==> src/hdl/imuctf_pkg.sv <==
package imuctf_pkg;

    localparam int ATAN_LEN         = 24;
    localparam int CORDIC_STEPS_DEF = 16;
    localparam int SQRT_STEPS       = 28;
    localparam int FIFO_DEPTH       = 4;
    localparam int FIFO_AW          = $clog2(FIFO_DEPTH);
    localparam int FIFO_LW          = $clog2(FIFO_DEPTH + 1);
    localparam int REG_IDX_W        = 1;
    localparam int IN_W             = 112;
    localparam int OUT_W            = 64;

    localparam logic [16:0] ALPHA_RESET  = 17'd64225;
    localparam logic [16:0] ALPHA_ONE    = 17'd65536;
    localparam logic [23:0] GSCALE_RESET = 24'd256135;

    localparam logic signed [31:0] DEG90  = 32'sd5898240;
    localparam logic signed [31:0] DEG180 = 32'sd11796480;

    // product bound above which the gyro increment saturates at 2^40
    localparam logic [71:0] PROD_LIMIT = 72'd256000 << 40;
    localparam logic [40:0] DELTA_MAX  = 41'd1 << 40;
    // 2^54 / 125 rounded up
    localparam logic [47:0] RECIP_125  = 48'd144115188075856;

    typedef enum logic [REG_IDX_W-1:0] {
        REG_ALPHA  = 1'b0,
        REG_GSCALE = 1'b1
    } reg_idx_t;

    typedef struct packed {
        logic [31:0]        dt;
        logic signed [15:0] gy;
        logic signed [15:0] gx;
        logic signed [15:0] az;
        logic signed [15:0] ay;
        logic signed [15:0] ax;
    } item_t;

    typedef struct packed {
        logic               full;
        logic               empty;
        logic [FIFO_LW-1:0] level;
    } fifo_stat_t;

    typedef enum logic [3:0] {
        C_IDLE,
        C_SUMSQ,
        C_SQRT,
        C_CORD_LOAD,
        C_CORD,
        C_GWAIT,
        C_BLEND,
        C_ROUND,
        C_DONE
    } core_state_t;

    typedef enum logic [2:0] {
        G_IDLE,
        G_MAG,
        G_LO,
        G_HI,
        G_CHECK,
        G_DIV,
        G_DONE
    } gyro_state_t;

    function automatic logic signed [31:0] atan_deg(input logic [4:0] i);
        logic signed [31:0] v;
        case (i)
            5'd0:    v = 32'sd2949120;
            5'd1:    v = 32'sd1740967;
            5'd2:    v = 32'sd919879;
            5'd3:    v = 32'sd466945;
            5'd4:    v = 32'sd234379;
            5'd5:    v = 32'sd117304;
            5'd6:    v = 32'sd58666;
            5'd7:    v = 32'sd29335;
            5'd8:    v = 32'sd14668;
            5'd9:    v = 32'sd7334;
            5'd10:   v = 32'sd3667;
            5'd11:   v = 32'sd1833;
            5'd12:   v = 32'sd917;
            5'd13:   v = 32'sd458;
            5'd14:   v = 32'sd229;
            5'd15:   v = 32'sd115;
            5'd16:   v = 32'sd57;
            5'd17:   v = 32'sd29;
            5'd18:   v = 32'sd14;
            5'd19:   v = 32'sd7;
            5'd20:   v = 32'sd4;
            5'd21:   v = 32'sd2;
            5'd22:   v = 32'sd1;
            default: v = 32'sd0;
        endcase
        return v;
    endfunction

endpackage

==> src/hdl/imuctf_fifo.sv <==
module imuctf_fifo (
    input  logic                    clk,
    input  logic                    rst_n,
    input  logic                    push,
    input  imuctf_pkg::item_t       wr_item,
    input  logic                    pop,
    output imuctf_pkg::item_t       rd_item,
    output imuctf_pkg::fifo_stat_t  stat
);
    import imuctf_pkg::*;

    item_t               mem_reg [FIFO_DEPTH];
    logic [FIFO_AW-1:0]  wptr_reg;
    logic [FIFO_AW-1:0]  rptr_reg;
    logic [FIFO_LW-1:0]  level_reg;

    assign rd_item    = mem_reg[rptr_reg];
    assign stat.level = level_reg;
    assign stat.full  = (level_reg == FIFO_LW'(FIFO_DEPTH));
    assign stat.empty = (level_reg == '0);

    always_ff @(posedge clk)
    begin
        if (push)
        begin
            mem_reg[wptr_reg] <= wr_item;
        end
    end

    always_ff @(posedge clk or negedge rst_n)
    begin
        if (!rst_n)
        begin
            wptr_reg  <= '0;
            rptr_reg  <= '0;
            level_reg <= '0;
        end
        else
        begin
            if (push)
            begin
                wptr_reg <= (wptr_reg == FIFO_AW'(FIFO_DEPTH - 1)) ? '0 : wptr_reg + 1'b1;
            end
            if (pop)
            begin
                rptr_reg <= (rptr_reg == FIFO_AW'(FIFO_DEPTH - 1)) ? '0 : rptr_reg + 1'b1;
            end
            if (push && !pop)
            begin
                level_reg <= level_reg + 1'b1;
            end
            else if (pop && !push)
            begin
                level_reg <= level_reg - 1'b1;
            end
        end
    end

endmodule

==> config.mk <==
export PLATFORM = sky130hd
export DESIGN_NAME = imuctf_fifo
export DESIGN_NICKNAME = d
export VERILOG_FILES = /design/src/hdl/imuctf_pkg.sv /design/src/hdl/imuctf_fifo.sv
export SDC_FILE = /design/constraint.sdc
export NUM_CORES = 1
export LEC_CHECK = 0
export BUFFER_PORTS_ARGS = -buffer_cell sky130_fd_sc_hd__buf_2
export CAP_MARGIN = 15
export CORE_MARGIN = 4
export CORE_UTILIZATION = 35
export DETAILED_ROUTE_END_ITERATION = 10
export SETUP_SLACK_MARGIN = 0.15
export SYNTH_ARGS = -nofsm -noshare
export SYNTH_HDL_FRONTEND = slang
export SYNTH_SLANG_ARGS = --single-unit
==> constraint.sdc <==
create_clock -name clk -period 3.8 [get_ports clk]
set_input_delay 0.76 -clock clk [delete_from_list [all_inputs] [get_ports clk]]
set_output_delay 0.76 -clock clk [all_outputs]
set_load 0.02 [all_outputs]
==> results of run 1 <==
## worst min-delay path by stage
stage	from	to	slack, ns	depth (start not counted)
floorplan	rst_n	level_reg[0]	0.46	0
global placement	level_reg[2]	level_reg[2]	0.50	1
detailed placement	level_reg[2]	level_reg[2]	0.50	1
CTS	wr_item[88]	mem_reg[3][88]	0.36	1
global route	wr_item[88]	mem_reg[3][88]	0.37	1
finish	wr_item[104]	mem_reg[2][104]	0.41	1
## area by class of cell
cell class              instances  share of cell area
diodes                          1            0.000125
clock buffers                  57              0.0626
clock inverters                30              0.0105
inverters                       4            0.000748
multi-input cells             138               0.137
flip-flops and latches        455               0.679
well taps                     607              0.0378
repair buffers                253              0.0720
## metrics by stage
stage | utilization | hold slack [ns]
finish | 0.430 | 0.414
global route | 0.430 | 0.374
CTS | 0.430 | 0.359
detailed placement | 0.399 | 0.502
global placement | 0.399 | 0.500
floorplan | - | 0.464
## power groups by stage
| stage | Sequential [mW] | Combinational [mW] | Clock (mW) |
|---|---|---|---|
| after floorplan | 6.71 | 3.40 | 0 |
| after global placement | 6.80 | 4.99 | 0 |
| after detailed placement | 6.84 | 5.00 | 0 |
| after CTS | 6.73 | 5.01 | 4.49 |
| after global routing | 6.79 | 5.23 | 4.71 |
| final | 6.71 | 4.86 | 4.34 |
## layer usage
metal / GRT usage / up-vias / part of all wire
met5: 0 / - / 0.0023
met4: 0.0423 / 12 / 0.021
met3: 0.0434 / 64 / 0.078
met2: 0.207 / 198 / 0.49
met1: 0.162 / 3903 / 0.41
li1: - / 3248 / -
## placed cells by master (no fill, tap or decap)
cell,n
edfxtp_1,448
buf_2,232
mux4_2,112
clkbuf_16,49
clkinv_1,16
buf_12,10
buf_4,10
clkinv_2,9
clkbuf_1,8
ha_1,6
dfrtp_1,5
inv_1,4
and2_4,4
mux2_2,3
nor2_1,3
bufinv_16,3
nand2_1,2
o21ai_0,2
xor2_1,2
dfrtp_4,2
diode_2,1
nor3b_1,1
nor3_1,1
xnor2_1,1
fa_1,1
inv_6,1
clkinvlp_4,1
dlygate4sd3_1,1
## logic make-up after synthesis
kind of cell	Yosys count	share of synthesized area
DFF	455	0.823
xor gates and xnor gates	3	0.00159
and+or+nand+nor	11	0.00340
AOI/OAI and AO/OA	2	0.000604
adders and majority gates	7	0.00574
buffers and inverters	30	0.0116
muxes	115	0.154
==> out/summary.txt, run 1 <==
Resized Gates After CTS = 0
Net switching power = 4.91 mW
Worst clock skew on the final layout = 0.0128 ns
Fraction of registers with async set/reset = 0.0154
Post-route cell area = 0.0201 mm2
Effective utilization at floorplan = 0.355
Number of nets with antenna violations after detailed routing = 0
Number of I/O pins = 233
RSZ-0062 raised after global routing = false
Core area = 0.0467 mm2
Multi-input gate area in the final layout = 0.00275 mm2
Share of power burned in combinational logic = 0.305
Routability-driven placement congestion ratio = 0.668
Filler Cells Inserted = 4043
End of the worst register-to-register path = mem_reg[0][68]
Kind of start point of the critical path = flip-flop
Power, Total = 15.9 mW
Max VDD drop = 431 uV
CTS max path bufs = 3
Fraction of power consumed by sequential logic = 0.422
Number of vias after detailed routing = 7425
Dpl ws = 1.03 ns
Launch point of the worst reg-to-reg path = wptr_reg[0]
Number of buffers inserted during clock tree synthesis = 47
Post-synthesis instance area = 0.0166 mm2
Number of register bits inferred by synthesis = 455
Setup bufs post-CTS = 0
PwrDens = 792 mW/mm2
Top cell family by delay on the critical path = flip-flops
Drt first pass iters = 4
CP bufs+invs = 2
Number of buffers inserted for hold repair after clock tree synthesis = 1
Slowest stage cell, crit path = dfrtp_4
Clock input transition at the sequential cells of the worst setup and hold paths = 0.06 ns
Top cells by area, synth = edfxtp_1, mux4_2, dfrtp_1
Total routing usage reported by global routing = 0.128
Reg2Reg Setup Slack = 1.78 ns
Share of the clock period used by the worst path = 0.861
Number of enable-type register cells in the synthesized netlist = 448
Post-route DRC violation count = 0
Post-synthesis instance total = 623
Share of Yosys cell area claimed by the top area cell type = 0.812
# port buffers = 232
Die outline width = 226 um
Post-route worst setup slack = 0.527 ns
Data required time at the worst endpoint = 3.04 ns
Internal Power = 11.0 mW
CP max stage delay = 0.85 ns
Actual transition at the worst max-transition pin = 0.743 ns
Global route total overflow = 0
Nets = 1022
HPWL after DPL = 19.4 mm
Seq. cell area = 0.0136 mm2
Relative max-transition margin = 0.505
Mapped Nets = 746
Worst-case reg-to-reg path depth = 4
Fraction of the yosys area taken by sequential cells = 0.823
CP arrival = 2.51 ns
Clock network power share = 0.273
Endpoints failing hold = 0
Maximum clock frequency = 0.306 GHz
Crit end category = primary output
Dominant cell type by area after synthesis = edfxtp_1
Final sum of negative setup slack = 0 ns
Routed length per instance = 21.0 um
Result of the run = finished, final reports clean
Total wire length = 32.5 mm
Proportion of total power due to net switching = 0.309
Crit path cell chain = buf_4, mux4_2, buf_2
Layout area overhead = 21.2%
Peak fanout along the critical path = 29
Total leakage power = 6.80 nW
Pin count of the biggest net entering global routing = 102
Clock Sinks = 455
Type of the most critical hold path = in -> reg
Number of violations of the max-capacitance limit = 0
Count leader, synth = edfxtp_1
Yosys warning total = 0
TritonCTS clock tree = built
Last element of the critical path = rd_item[61]
Antenna violations before repair = 6
Number of rows in the core area = 79
Post-place instance area = 0.0186 mm2
Fraction of final layout cells sized beyond drive strength 1 = 0.465
Period minus WS final = 3.27 ns
Most frequent cells after synthesis = edfxtp_1, mux4_2, buf_2
Via count of the first global-routing pass = 8098
Die outline height = 226 um
Final number of max-transition violations = 0
Crit path kind = reg -> out
Clock latency at the later pin of the worst-skew pair = 0.56 ns
Depth of the CTS H-tree = 2
# setup viols final = 0
Yosys cell types = 19
Most instantiated flip-flop cell in the synthesis netlist = edfxtp_1
Wire length of the first global-routing pass = 49.1 mm
Final cell count without fillers = 1545
Avg Cell Area, Syn = 26.6 um2
Largest register FFs = 448
DRC violation total after the first TritonRoute iteration = 354
Placed Cells incl. Taps = 1456
Critical path depth = 3
Total die area = 0.0509 mm2
CTS root buffer = clkbuf_16
Post-detailed-route via-to-cell ratio = 4.81
Critical path launch point = rptr_reg[0]
No activity file was read; power rests on OpenSTA's default activity.
==> run 2, diff against run 1 <==
--- a/config.mk
+++ b/config.mk
@@ -10,6 +10,7 @@
 export CORE_MARGIN = 4
 export CORE_UTILIZATION = 35
 export DETAILED_ROUTE_END_ITERATION = 10
+export PLACE_DENSITY_LB_ADDON = 0.12
 export SETUP_SLACK_MARGIN = 0.15
 export SYNTH_ARGS = -nofsm -noshare
 export SYNTH_HDL_FRONTEND = slang
==> out/summary.txt, run 2 (synthesis gave the netlist of run 1 again) <==
Most used cells in the layout excluding fill and tap cells = edfxtp_1, buf_2, mux4_2, clkbuf_16, clkinv_1
Clock Sinks = 455
Final sum of negative setup slack = 0 ns
Depth of the CTS H-tree = 2
Number of buffers inserted for hold repair after clock tree synthesis = 0
Clock input transition at the sequential cells of the worst setup and hold paths = 0.06 ns
HPWL after DPL = 19.1 mm
Via count of the first global-routing pass = 7892
Result of the run = finished, final reports clean
Number of I/O pins = 233
Endpoints failing hold = 0
Max VDD drop = 498 uV
Post-detailed-route via-to-cell ratio = 4.77
# setup viols final = 0
Share of the clock period used by the worst path = 0.773
Routed length per instance = 21.6 um
PwrDens = 799 mW/mm2
Resized Gates After CTS = 0
Clock latency at the later pin of the worst-skew pair = 0.56 ns
Number of buffers inserted during clock tree synthesis = 49
Fraction of final layout cells sized beyond drive strength 1 = 0.462
Worst clock skew on the final layout = 0.00966 ns
Crit path kind = reg -> out
Setup bufs post-CTS = 0
Relative max-transition margin = 0.474
Total leakage power = 6.78 nW
Total routing usage reported by global routing = 0.130
Layout area overhead = 21.2%
Final cell count without fillers = 1540
Nets = 1018
Largest register FFs = 448
Antenna violations before repair = 5
Filler Cells Inserted = 4092
Final number of max-transition violations = 0
Drt first pass iters = 4
CP arrival = 2.18 ns
Kind of start point of the critical path = flip-flop
Core area = 0.0467 mm2
Number of violations of the max-capacitance limit = 0
Routability-driven placement congestion ratio = 0.657
Effective utilization at floorplan = 0.355
Number of rows in the core area = 79
Actual transition at the worst max-transition pin = 0.790 ns
Maximum clock frequency = 0.340 GHz
Global route total overflow = 0
Data required time at the worst endpoint = 3.04 ns
DRC violation total after the first TritonRoute iteration = 393
Pin count of the biggest net entering global routing = 113
RSZ-0062 raised after global routing = false
Total die area = 0.0509 mm2
# port buffers = 232
Period minus WS final = 2.94 ns
CTS max path bufs = 3
TritonCTS clock tree = built
Number of vias after detailed routing = 7349
Placed Cells incl. Taps = 1451
Die outline width = 226 um
Type of the most critical hold path = in -> async
CTS root buffer = clkbuf_16
Number of nets with antenna violations after detailed routing = 0
Total wire length = 33.2 mm
Peak fanout along the critical path = 46
Die outline height = 226 um
Most common cell after layout, fill and taps aside = edfxtp_1
Crit end category = primary output
Wire length of the first global-routing pass = 49.8 mm
Post-route DRC violation count = 0
run 2: changes by cell type in the layout (fill, tap and decap cells not counted), sizes merged:
cell	previous run	this run
buf	252	247
bufinv	3	5
clkbuf	57	61
clkinv	25	16
diode	1	5
dlygate4sd3	1	0
run 2: power breakdown:
group          total, mW  internal (mW)  switching [mW]
clock               4.52           2.71            1.81
combinational       4.90           1.96            2.94
sequential          6.62           6.43           0.188
total               16.0           11.1            4.94
run 2: final cells by class:
| type | instances | area [um2] | share of cell area |
|---|---|---|---|
| Timing Repair Buffer | 247 | 1390 | 0.0690 |
| Antenna cell | 5 | 12.5 | 0.000623 |
| Tap cell | 607 | 759 | 0.0378 |
| Multi-Input combinational cell | 138 | 2750 | 0.137 |
| Sequential cell | 455 | 13600 | 0.679 |
| Clock buffer | 61 | 1280 | 0.0638 |
| Inverter | 4 | 15.0 | 0.000748 |
| Clock inverter | 23 | 235 | 0.0117 |
run 2: metrics by stage:
stage               setup slack (ns)   util  hold WS [ns]  power, mW  cell area [um2]
CTS                            0.777  0.430       0.00532       16.4            20100
global route                   0.730  0.430        0.0190       16.9            20100
detailed placement              1.41  0.398         0.510       11.8            18600
floorplan                       1.20      -         0.464       10.1            16600
finish                         0.861  0.430        0.0545       16.0            20100
global placement                1.40  0.398         0.499       11.8            18600
run 2: worst max-delay path, stage by stage (launching register included):
cell	delay (ns)
dfrtp_4	0.46
buf_12	0.36
mux4_2	0.57
buf_2	0.18
run 2: path summary, 6_finish.rpt:
kind,from,to,slack [ns],depth (start not counted)
max,rptr_reg[0],rd_item[9],0.86,3
min,rst_n,level_reg[0],0.05,1
max reg2reg,wptr_reg[0],mem_reg[0][65],1.84,4
min reg2reg,level_reg[2],level_reg[2],0.52,1
max in group asynchronous,rst_n,rptr_reg[0],3.53,1
min in group clk,wr_item[22],mem_reg[2][22],0.41,1
run 2: per-layer routing:
| layer | GRT usage | share of wire | up-vias |
|---|---|---|---|
| li1 | - | - | 3233 |
| met1 | 0.177 | 0.43 | 3867 |
| met2 | 0.204 | 0.47 | 202 |
| met3 | 0.0419 | 0.076 | 43 |
| met4 | 0.0375 | 0.019 | 4 |
| met5 | 0 | 0.00081 | - |
