$ cat src/hdl/imuctf_pkg.sv
package imuctf_pkg;

    localparam int ATAN_LEN         = 24;
    localparam int CORDIC_STEPS_DEF = 16;
    localparam int SQRT_STEPS       = 28;
    localparam int FIFO_DEPTH       = 4;
    localparam int FIFO_AW          = $clog2(FIFO_DEPTH);
    localparam int FIFO_LW          = $clog2(FIFO_DEPTH + 1);
    localparam int REG_IDX_W        = 1;
    localparam int IN_W             = 112;
    localparam int OUT_W            = 64;

    localparam logic [16:0] ALPHA_RESET  = 17'd64225;
    localparam logic [16:0] ALPHA_ONE    = 17'd65536;
    localparam logic [23:0] GSCALE_RESET = 24'd256135;

    localparam logic signed [31:0] DEG90  = 32'sd5898240;
    localparam logic signed [31:0] DEG180 = 32'sd11796480;

    // product bound above which the gyro increment saturates at 2^40
    localparam logic [71:0] PROD_LIMIT = 72'd256000 << 40;
    localparam logic [40:0] DELTA_MAX  = 41'd1 << 40;
    // 2^54 / 125 rounded up
    localparam logic [47:0] RECIP_125  = 48'd144115188075856;

    typedef enum logic [REG_IDX_W-1:0] {
        REG_ALPHA  = 1'b0,
        REG_GSCALE = 1'b1
    } reg_idx_t;

    typedef struct packed {
        logic [31:0]        dt;
        logic signed [15:0] gy;
        logic signed [15:0] gx;
        logic signed [15:0] az;
        logic signed [15:0] ay;
        logic signed [15:0] ax;
    } item_t;

    typedef struct packed {
        logic               full;
        logic               empty;
        logic [FIFO_LW-1:0] level;
    } fifo_stat_t;

    typedef enum logic [3:0] {
        C_IDLE,
        C_SUMSQ,
        C_SQRT,
        C_CORD_LOAD,
        C_CORD,
        C_GWAIT,
        C_BLEND,
        C_ROUND,
        C_DONE
    } core_state_t;

    typedef enum logic [2:0] {
        G_IDLE,
        G_MAG,
        G_LO,
        G_HI,
        G_CHECK,
        G_DIV,
        G_DONE
    } gyro_state_t;

    function automatic logic signed [31:0] atan_deg(input logic [4:0] i);
        logic signed [31:0] v;
        case (i)
            5'd0:    v = 32'sd2949120;
            5'd1:    v = 32'sd1740967;
            5'd2:    v = 32'sd919879;
            5'd3:    v = 32'sd466945;
            5'd4:    v = 32'sd234379;
            5'd5:    v = 32'sd117304;
            5'd6:    v = 32'sd58666;
            5'd7:    v = 32'sd29335;
            5'd8:    v = 32'sd14668;
            5'd9:    v = 32'sd7334;
            5'd10:   v = 32'sd3667;
            5'd11:   v = 32'sd1833;
            5'd12:   v = 32'sd917;
            5'd13:   v = 32'sd458;
            5'd14:   v = 32'sd229;
            5'd15:   v = 32'sd115;
            5'd16:   v = 32'sd57;
            5'd17:   v = 32'sd29;
            5'd18:   v = 32'sd14;
            5'd19:   v = 32'sd7;
            5'd20:   v = 32'sd4;
            5'd21:   v = 32'sd2;
            5'd22:   v = 32'sd1;
            default: v = 32'sd0;
        endcase
        return v;
    endfunction

endpackage

$ cat src/hdl/imuctf_front.sv
module imuctf_front (
    input  logic                          clk,
    input  logic                          rst_n,
    input  logic                          s_axis_tvalid,
    output logic                          s_axis_tready,
    input  logic [imuctf_pkg::IN_W-1:0]   s_axis_tdata,
    input  imuctf_pkg::fifo_stat_t        stat,
    output logic                          push,
    output imuctf_pkg::item_t             item
);
    import imuctf_pkg::*;

    logic [31:0] last_tick_reg;
    logic [31:0] now_ms;

    assign now_ms        = s_axis_tdata[111:80];
    assign s_axis_tready = !stat.full;
    assign push          = s_axis_tvalid && s_axis_tready;

    // elapsed time wraps modulo 2^32
    assign item.ax = s_axis_tdata[15:0];
    assign item.ay = s_axis_tdata[31:16];
    assign item.az = s_axis_tdata[47:32];
    assign item.gx = s_axis_tdata[63:48];
    assign item.gy = s_axis_tdata[79:64];
    assign item.dt = now_ms - last_tick_reg;

    always_ff @(posedge clk or negedge rst_n)
    begin
        if (!rst_n)
        begin
            last_tick_reg <= '0;
        end
        else if (push)
        begin
            last_tick_reg <= now_ms;
        end
    end

endmodule

$ cat config.mk
export PLATFORM = sky130hd
export DESIGN_NAME = imuctf_front
export DESIGN_NICKNAME = d
export VERILOG_FILES = /design/src/hdl/imuctf_pkg.sv /design/src/hdl/imuctf_front.sv
export SDC_FILE = /design/constraint.sdc
export NUM_CORES = 1
export LEC_CHECK = 0
export ABC_AREA = 1
export BUFFER_PORTS_ARGS = -buffer_cell sky130_fd_sc_hd__buf_2
export CAP_MARGIN = 0
export CORE_ASPECT_RATIO = 0.75
export CORE_MARGIN = 2
export CORE_UTILIZATION = 42
export DETAILED_ROUTE_END_ITERATION = 10
export GPL_TIMING_DRIVEN = 0
export PLACE_DENSITY = 0.79
export SETUP_SLACK_MARGIN = 0.05
export SLEW_MARGIN = 20
export SYNTH_ARGS = -nofsm -noshare
export SYNTH_HDL_FRONTEND = slang
export SYNTH_SLANG_ARGS = --single-unit
$ cat constraint.sdc
create_clock -name clk -period 2.6 [get_ports clk]
set_input_delay 0.65 -clock clk [delete_from_list [all_inputs] [get_ports clk]]
set_output_delay 0.65 -clock clk [all_outputs]
set_load 0.1 [all_outputs]
==> results of run 1 <==
-- worst min path at each step --
| stage | depth (start not counted) | to | slack [ps] | startpoint |
|---|---|---|---|---|
| 2_1_floorplan | 0 | last_tick_reg[0] | 350 | rst_n |
| 3_3_place_gp | 2 | last_tick_reg[31] | 490 | last_tick_reg[31] |
| 4_1_cts | 1 | last_tick_reg[4] | 470 | rst_n |
| 3_5_place_dp | 2 | last_tick_reg[31] | 490 | last_tick_reg[31] |
| 6_report | 1 | last_tick_reg[4] | 430 | rst_n |
| 5_1_grt | 1 | last_tick_reg[4] | 490 | rst_n |
-- routing by layer --
layer | part of all wire [%] | wire length (um) | track usage (%) | vias up
li1 | - | - | - | 2473
met1 | 35 | 8330 | 38.63 | 2871
met2 | 45 | 10650 | 51.61 | 659
met3 | 12 | 2931 | 6.093 | 232
met4 | 8.3 | 1993 | 20.10 | 0
met5 | 0 | 0 | 0 | -
-- cell usage after synthesis, drive strengths merged --
library cell  count
nand2           272
inv             150
buf              80
nor2             41
dfrtp            32
ha               31
o21ai            31
nand3            27
a21oi            21
xor2             13
clkbuf            6
nand4             5
o21bai            3
nor3              2
xnor2             2
a21o              1
and2              1
clkinv            1
fa                1
or2               1
-- area by class of cell --
cell class | count | area share [%]
Tap cell | 132 | 1.986
Sequential cell | 32 | 9.628
Clock inverter | 2 | 0.1204
Timing Repair Buffer | 192 | 20.22
Inverter | 151 | 7.161
Buffer | 86 | 7.537
Multi-Input combinational cell | 452 | 51.68
Clock buffer | 6 | 1.670
-- worst max-delay path, delay by kind of cell --
family                     cells  cell delay (ps)
and+or+nand+nor                8             1160
buffers and inverters          3              420
adders and majority gates      1              270
-- power by group --
| part | switching [W] | total [W] | internal, W |
|---|---|---|---|
| combinational | 0.00372 | 0.00556 | 0.00184 |
| clock | 0.000284 | 0.000662 | 0.000379 |
| sequential | 0.0000339 | 0.000596 | 0.000562 |
-- timing repair --
action | CTS | global route
hold buffers | 0 | 0
setup endpoints to repair | 31 | 30
gates resized for setup | 324 | 160
setup buffers | 22 | 25
pin swaps | 87 | 105
-- through the flow --
step                      area, um2  hold WS, ps  TNS [ps]  utilization [%]
after CTS                      7639        468.9     -3937            78.46
final                          8317        434.9     -8107            85.43
after detailed placement       5972        494.1    -15010            61.34
after floorplan                5061        354.4     -2978                -
after global routing           8317        489.0     -8885            85.43
after global placement         5972        489.9    -14610            61.34
-- logic make-up (layout without fill, tap and decap cells) --
logic type	count (synthesis)	count (layout)	synth area share (%)
buffers and inverters	237	437	28.09
XOR/XNOR	15	15	3.101
adder cells (fa/ha/maj)	32	32	9.628
AO/OA/AOI/OAI	56	56	6.940
AND/OR/NAND/NOR	349	349	33.34
flip-flops	32	32	18.90
==> flow_metrics.env, run 1 <==
export IMPL_grt_max_degree=33
export IMPL_ir_drop_mv=0.6701
export IMPL_final_common_cell="nand2_1"
export IMPL_crit_path_cell_trace="buf_2 > ha_4 > nand2_1 > nand2_1 > nand2_1 > nand2_1 > inv_2 > nand2_1 > nand2_1 > nand4_1 > nand2_8 > buf_12"
export IMPL_crit_slowest_cell="ha_4"
export IMPL_largest_reg_flops=32
export IMPL_r2r_start="last_tick_reg[3]"
export IMPL_n_fill_cell=438
export IMPL_ys_ff_latch=32
export IMPL_die_height_um=90.98
export IMPL_seq_area_um2=800.8
export IMPL_timing_final_crit_share_pct=121.8
export IMPL_crit_end="item[106]"
export IMPL_die_w_um=120.0
export IMPL_ff2ff_path_depth=3
export IMPL_clkTransAtPathRegs_ps=60
export IMPL_grt_pass1_wl_um=27500
export IMPL_cap_viol_max_count=0
export IMPL_antenna_found_initial=0
export IMPL_critPathMaxStageDelay_ps=270
export IMPL_wirelength_um=23900
export IMPL_dp_slack_ps=-817.1
export IMPL_crit_top_cell="nand2_1"
export IMPL_grt_pass1_vias=5473
export IMPL_nets=1072
export IMPL_cts_sinks=32
export IMPL_synth_area_leader_cell="nand2_1"
export IMPL_avgViaCountPerCell=5.921
export IMPL_critPathLaunch="s_axis_tdata[95]"
export IMPL_dpl_hpwl_um=10110
export IMPL_fin_cells=1053
export IMPL_r2r_setup_slack_ps=1710
export IMPL_cts_tree="yes"
export IMPL_leakagePower_nw=4.309
export IMPL_port_buffer_count=149
export IMPL_rows=31
export IMPL_hold_viol=0
export IMPL_finalPower_w=0.006820
export IMPL_fin_ws_ps=-565.9
export IMPL_r2r_end="last_tick_reg[3]"
export IMPL_final_min_clock_period_ps=3166
export IMPL_dp_cells=1002
export IMPL_htreeDepth=2
export IMPL_overflow=0
export IMPL_violations="negative setup slack"
export IMPL_clock_fmax_ghz=0.3159
export IMPL_multi_input_area_um2=4298
export IMPL_hp_class="in2async"
export IMPL_vias=6235
export IMPL_drc=0
export IMPL_core_area_um2=9736
export IMPL_antennaDiodeCount=0
export IMPL_syn_area_per_cell_um2=5.876
export IMPL_root_buffer="clkbuf_16"
export IMPL_synth_area_top_cells="nand2_1 23%, dfrtp_1 19%, buf_4 14%, inv_1 13%, ha_1 9.2%"
export IMPL_synthesis_nets=873
export IMPL_critPathLaunchType="input port"
export IMPL_status="complete, but fails checks"
export IMPL_synth_top_area_share_pct=23.04
export IMPL_fin_skew_ps=0
export IMPL_wl_per_cell_um=22.70
export IMPL_die_area_um2=10910
export IMPL_tightest_slew_ps=851.2
export IMPL_crit_fanout=4
export IMPL_clk_path_buf_depth=2
export IMPL_worstPathRequired_ps=1950
export IMPL_timing_slew_headroom_pct=43.25
export IMPL_syn_to_final_growth_pct=96.31
export IMPL_drive_above_1_share_pct=64.28
export IMPL_gp_congestion=0.9264
export IMPL_crit_path_end_kind="output port"
export IMPL_drt_iter0_drc=789
export IMPL_setup_viol=28
export IMPL_p_per_area_nw_per_um2=820.0
export IMPL_insertion_delay_ps=300
export IMPL_grt_use_total_pct=31.80
export IMPL_rsz0062_at_grt="true"
export IMPL_drtAntennaViolNets=0
export IMPL_layout_common_cells="123 x nand2_1, 110 x buf_4, 109 x inv_1"
export IMPL_path_class="in2out"
export IMPL_finalMaxSlewViolations=0
export IMPL_ys_types=25
export IMPL_cts_buffers=5
export IMPL_initial_core_util_pct=43.52
export IMPL_ys_warn_count=0
export IMPL_arrival_ps=2520
export IMPL_drt_first_pass_iters=10
export IMPL_syn_inst=721
export IMPL_ios=234
export IMPL_netlist_area_um2=4237
export IMPL_ys_seq_area_share_pct=18.90
No activity file was read; power rests on OpenSTA's default activity.
==> run 2, diff against run 1 <==
GPL_TIMING_DRIVEN = default   (was 0)
TNS_END_PERCENT = 10   (was default)
==> flow_metrics.env, run 2 (synthesis gave the netlist of run 1 again) <==
export IMPL_status="complete, but fails checks"
export IMPL_violations="negative setup slack"
export IMPL_final_min_clock_period_ps=2906
export IMPL_arrival_ps=2260
export IMPL_finalMaxSlewViolations=0
export IMPL_placed_area_um2=5405
export IMPL_grt_pass1_vias=4150
export IMPL_drtAntennaViolNets=0
export IMPL_port_buffer_count=69
export IMPL_die_height_um=90.98
export IMPL_critPathMaxStageDelay_ps=360
export IMPL_critPathLaunchType="input port"
export IMPL_p_switching_w=0.002683
export IMPL_finalSetupTns_ps=-5184
export IMPL_met2_length_um=5188
export IMPL_htreeDepth=2
export IMPL_worst_path_dominant_cell_family="simple AND/OR/NAND/NOR gates"
export IMPL_clkTransAtPathRegs_ps=60
export IMPL_die_w_um=120.0
export IMPL_path_class="in2out"
export IMPL_largest_reg_flops=32
export IMPL_nets=918
export IMPL_drt_iter0_drc=259
export IMPL_fin_area_um2=5987
export IMPL_fin_ws_ps=-306.3
export IMPL_r2r_end="last_tick_reg[10]"
export IMPL_p_per_area_nw_per_um2=859.1
export IMPL_switching_share_pct=52.16
export IMPL_layout_common_cells="225 x nand2_1, 147 x inv_1, 51 x buf_4"
export IMPL_crit_slowest_cell="ha_1"
export IMPL_grt_pass1_wl_um=19150
export IMPL_crit_top_cell="nand2_1"
export IMPL_combPwrFrac_pct=75.6
export IMPL_critPathBufInv=3
export IMPL_ir_drop_mv=0.5109
export IMPL_initial_core_util_pct=43.52
export IMPL_cts_buffers=5
export IMPL_avgViaCountPerCell=4.780
export IMPL_syn_to_final_growth_pct=41.32
export IMPL_fin_util_pct=61.50
export IMPL_timing_final_crit_share_pct=111.8
export IMPL_pwr_share_clk_pct=13.1
export IMPL_crit_path_cell_trace="buf_2 > ha_1 > nand2_1 > inv_1 > nand2_1 > nand2_1 > nand2_1 > nand2_1 > a21oi_2 > nand3_1 > nand2_4 > buf_12"
export IMPL_critPathLaunch="s_axis_tdata[95]"
export IMPL_final_common_cell="nand2_1"
export IMPL_highest_layer="met4"
export IMPL_hold_viol=0
export IMPL_grt_use_total_pct=21.58
export IMPL_insertion_delay_ps=280
export IMPL_cts_sinks=32
export IMPL_wl_per_cell_um=13.07
export IMPL_hp_class="in2async"
export IMPL_n_fill_cell=806
export IMPL_ios=234
export IMPL_vias=4297
export IMPL_r2r_setup_slack_ps=1860
export IMPL_gp_congestion=0.9711
export IMPL_timing_slew_headroom_pct=49.06
export IMPL_drt_first_pass_iters=5
export IMPL_p_int_w=0.002461
export IMPL_drc=0
export IMPL_m1WireLength_um=5400
export IMPL_p_seq_share_pct=11.3
export IMPL_fin_skew_ps=0
export IMPL_core_area_um2=9736
export IMPL_dpl_hpwl_um=8903
export IMPL_grt_max_degree=60
export IMPL_worstPathRequired_ps=1950
export IMPL_crit_fanout=4
export IMPL_root_buffer="clkbuf_16"
export IMPL_leakagePower_nw=3.271
export IMPL_r2r_start="last_tick_reg[10]"
export IMPL_ff2ff_path_depth=2
export IMPL_antenna_found_initial=0
export IMPL_rsz0062_at_grt="true"
export IMPL_route_met3_wl_um=942
export IMPL_setup_viol=27
export IMPL_drive_above_1_share_pct=32.86
export IMPL_antennaDiodeCount=0
export IMPL_cap_viol_max_count=0
export IMPL_overflow=0
export IMPL_clock_fmax_ghz=0.3441
export IMPL_crit_cells=12
export IMPL_crit_end="item[108]"
export IMPL_die_area_um2=10910
export IMPL_wirelength_um=11750
export IMPL_tightest_slew_ps=764.0
export IMPL_rows=31
export IMPL_cts_tree="yes"
export IMPL_crit_path_end_kind="output port"
export IMPL_clk_path_buf_depth=2
==> run 2: per-stage QoR <==
step,worst slack (ps),std cells,hold WS (ps),power [W]
2_1_floorplan,-322.2,721,354.4,0.003523
3_3_place_gp,-371.6,889,485.0,0.004198
3_5_place_dp,-414.5,889,498.2,0.004239
4_1_cts,-313.9,897,477.1,0.005000
5_1_grt,-410.8,899,519.8,0.005385
6_report,-306.3,899,428.8,0.005144
==> run 2: what timing repair did <==
action | CTS | global route
gates resized for setup | 26 | 50
pin swaps | 6 | 4
setup endpoints to repair | 29 | 28
hold buffers | 0 | 0
setup buffers | 0 | 2
==> run 2: final cells by class <==
| cell class | instances | area [um2] | share of cell area [%] |
|---|---|---|---|
| Inverter | 151 | 579.3 | 9.676 |
| Clock buffer | 6 | 128.9 | 2.153 |
| Sequential cell | 32 | 800.8 | 13.38 |
| Tap cell | 132 | 165.2 | 2.759 |
| Clock inverter | 2 | 35.03 | 0.5852 |
| Multi-Input combinational cell | 452 | 2994 | 50.01 |
| Timing Repair Buffer | 124 | 1284 | 21.44 |
==> run 2: how the worst min path moves through the flow <==
stage / startpoint / cells after the start / slack, ps / to
after global routing: rst_n / 1 / 520 / last_tick_reg[9]
after detailed placement: last_tick_reg[31] / 2 / 500 / last_tick_reg[31]
after floorplan: rst_n / 0 / 350 / last_tick_reg[0]
after CTS: rst_n / 1 / 480 / last_tick_reg[8]
final: rst_n / 1 / 430 / last_tick_reg[5]
after global placement: last_tick_reg[31] / 2 / 490 / last_tick_reg[31]
==> run 2: metal layers <==
layer / up-vias / track usage [%]
met4: 0 / 4.412
li1: 2153 / -
met1: 1927 / 30.28
met5: - / 0
met2: 189 / 33.10
met3: 28 / 5.967
==> run 2: power groups by stage <==
stage	Sequential, W	Combinational, W	Clock (W)
2_1_floorplan	0.000586	0.00294	0
5_1_grt	0.000589	0.00409	0.000703
3_3_place_gp	0.000588	0.00361	0
6_report	0.000582	0.00389	0.000675
4_1_cts	0.000583	0.00374	0.000682
3_5_place_dp	0.000591	0.00365	0
==> run 3, diff against run 2 <==
RECOVER_POWER = 50   (was default)
==> flow_metrics.env, run 3 (synthesis gave the netlist of run 1 again) <==
export IMPL_crit_path_cell_trace="buf_2 > ha_1 > nand2_1 > inv_1 > nand2_1 > nand2_1 > nand2_1 > nand2_1 > a21oi_2 > nand3_1 > nand2_4 > buf_12"
export IMPL_clkTransAtPathRegs_ps=50
export IMPL_wl_per_cell_um=13.07
export IMPL_avgViaCountPerCell=4.779
export IMPL_fin_util_pct=61.48
export IMPL_cap_viol_max_count=1
export IMPL_ios=234
export IMPL_cts_tree="yes"
export IMPL_critPathMaxStageDelay_ps=360
export IMPL_min_to="last_tick_reg[31]"
export IMPL_holdPathStages=2
export IMPL_leakagePower_nw=3.268
export IMPL_die_height_um=90.98
export IMPL_drt_iter0_drc=259
export IMPL_drive_above_1_share_pct=32.72
export IMPL_status="complete, but fails checks"
export IMPL_gp_congestion=0.9711
export IMPL_multi_input_area_um2=2994
export IMPL_antenna_found_initial=0
export IMPL_ff2ff_path_depth=2
export IMPL_hp_class="reg2reg"
export IMPL_htreeDepth=2
export IMPL_final_min_clock_period_ps=2906
export IMPL_worst_path_dominant_cell_family="simple AND/OR/NAND/NOR gates"
export IMPL_root_buffer="clkbuf_16"
export IMPL_violations="max-capacitance violations, max-slew violations, negative setup slack"
export IMPL_timing_final_crit_share_pct=111.8
export IMPL_port_buffer_count=69
export IMPL_grt_pass1_vias=4150
export IMPL_fin_skew_ps=0
export IMPL_timing_slew_headroom_pct=-21.38
export IMPL_core_area_um2=9736
export IMPL_rows=31
export IMPL_initial_core_util_pct=43.52
export IMPL_drtAntennaViolNets=0
export IMPL_largest_reg_flops=32
export IMPL_insertion_delay_ps=280
export IMPL_die_area_um2=10910
export IMPL_ir_drop_mv=0.5109
export IMPL_setup_viol=27
export IMPL_seq_area_um2=800.8
export IMPL_crit_slowest_cell="ha_1"
export IMPL_critPathBufInv=3
export IMPL_tightest_slew_ps=1821
export IMPL_r2r_end="last_tick_reg[10]"
export IMPL_antennaDiodeCount=0
export IMPL_m1WireLength_um=5397
export IMPL_nets=918
export IMPL_critPathLaunchType="input port"
export IMPL_die_w_um=120.0
export IMPL_dpl_hpwl_um=8903
export IMPL_arrival_ps=2260
export IMPL_clock_fmax_ghz=0.3441
export IMPL_finalSetupTns_ps=-5183
export IMPL_rsz0062_at_grt="true"
export IMPL_grt_use_total_pct=21.58
export IMPL_fin_ws_ps=-306.3
export IMPL_path_class="in2out"
export IMPL_hold_start="last_tick_reg[31]"
export IMPL_r2r_setup_slack_ps=1860
export IMPL_cts_buffers=5
export IMPL_grt_max_degree=60
export IMPL_crit_path_end_kind="output port"
export IMPL_syn_to_final_growth_pct=41.29
export IMPL_crit_fanout=4
export IMPL_vias=4296
export IMPL_crit_top_cell="nand2_1"
export IMPL_cts_sinks=32
export IMPL_grt_pass1_wl_um=19150
export IMPL_final_common_cell="nand2_1"
export IMPL_n_fill_cell=804
export IMPL_wirelength_um=11750
export IMPL_clk_path_buf_depth=2
export IMPL_met2_length_um=5189
export IMPL_highest_layer="met4"
export IMPL_hold_viol=0
export IMPL_layout_common_cells="225 x nand2_1, 147 x inv_1, 51 x buf_4"
export IMPL_p_per_area_nw_per_um2=859.3
export IMPL_overflow=0
export IMPL_drc=0
export IMPL_worstPathRequired_ps=1950
export IMPL_route_met3_wl_um=941
export IMPL_drt_first_pass_iters=5
export IMPL_r2r_start="last_tick_reg[10]"
export IMPL_finalMaxSlewViolations=33
## run 3: cell types whose count changed in the layout (fill, tap and decap cells not counted), sizes merged
cell / previous run / this run
clkbuf: 6 / 7
buf: 124 / 123
## run 3: final cells by class
class / count / share of cell area, %
clock buffers: 6 / 2.153
repair buffers: 124 / 21.43
inverters: 151 / 9.678
well taps: 132 / 2.759
multi-input cells: 452 / 50.02
clock inverters: 2 / 0.5853
flip-flops and latches: 32 / 13.38
## run 3: through the flow
stage | setup WS, ps | total power, W | cells | instance area [um2] | hold WS (ps)
floorplan | -322.2 | 0.003523 | 721 | 4618 | 354.4
global placement | -371.6 | 0.004198 | 889 | 5405 | 485.0
detailed placement | -414.5 | 0.004239 | 889 | 5405 | 498.2
CTS | -313.9 | 0.005000 | 897 | 5738 | 477.1
global route | -410.8 | 0.005385 | 899 | 5986 | 549.9
finish | -306.3 | 0.005143 | 899 | 5986 | 504.1
## run 3: per-layer routing
layer / vias to the layer above / global-route usage (%)
met3: 28 / 5.967
met2: 189 / 33.10
met4: 0 / 4.412
met5: - / 0
li1: 2152 / -
met1: 1927 / 30.28
## run 3: worst max path at each step
stage,slack [ps],end,depth (start not counted),from
finish,-310,item[108],12,s_axis_tdata[95]
global route,-410,item[104],14,s_axis_tdata[80]
CTS,-310,item[92],12,s_axis_tdata[80]
detailed placement,-410,item[88],12,s_axis_tdata[80]
global placement,-370,item[108],14,s_axis_tdata[80]
floorplan,-320,item[92],9,s_axis_tdata[80]
## run 3: worst reg2reg max path, cell delays in order, from the launching register on
cell,delay [ps]
dfrtp_1,360
inv_1,120
o21ai_0,120
## run 3: report_power, final
group / internal (W) / switching (W) / total (W)
combinational: 0.00145 / 0.00244 / 0.00389
clock: 0.000451 / 0.000225 / 0.000675
sequential: 0.000561 / 0.0000206 / 0.000582
total: 0.00246 / 0.00268 / 0.00514
## run 3: timing repair
item                                    in CTS  in global routing
endpoints found under the setup margin      29                 28
hold buffers                                 0                  0
buffers inserted                             0                  2
pin swaps                                    6                  4
gates resized for setup                     26                 50
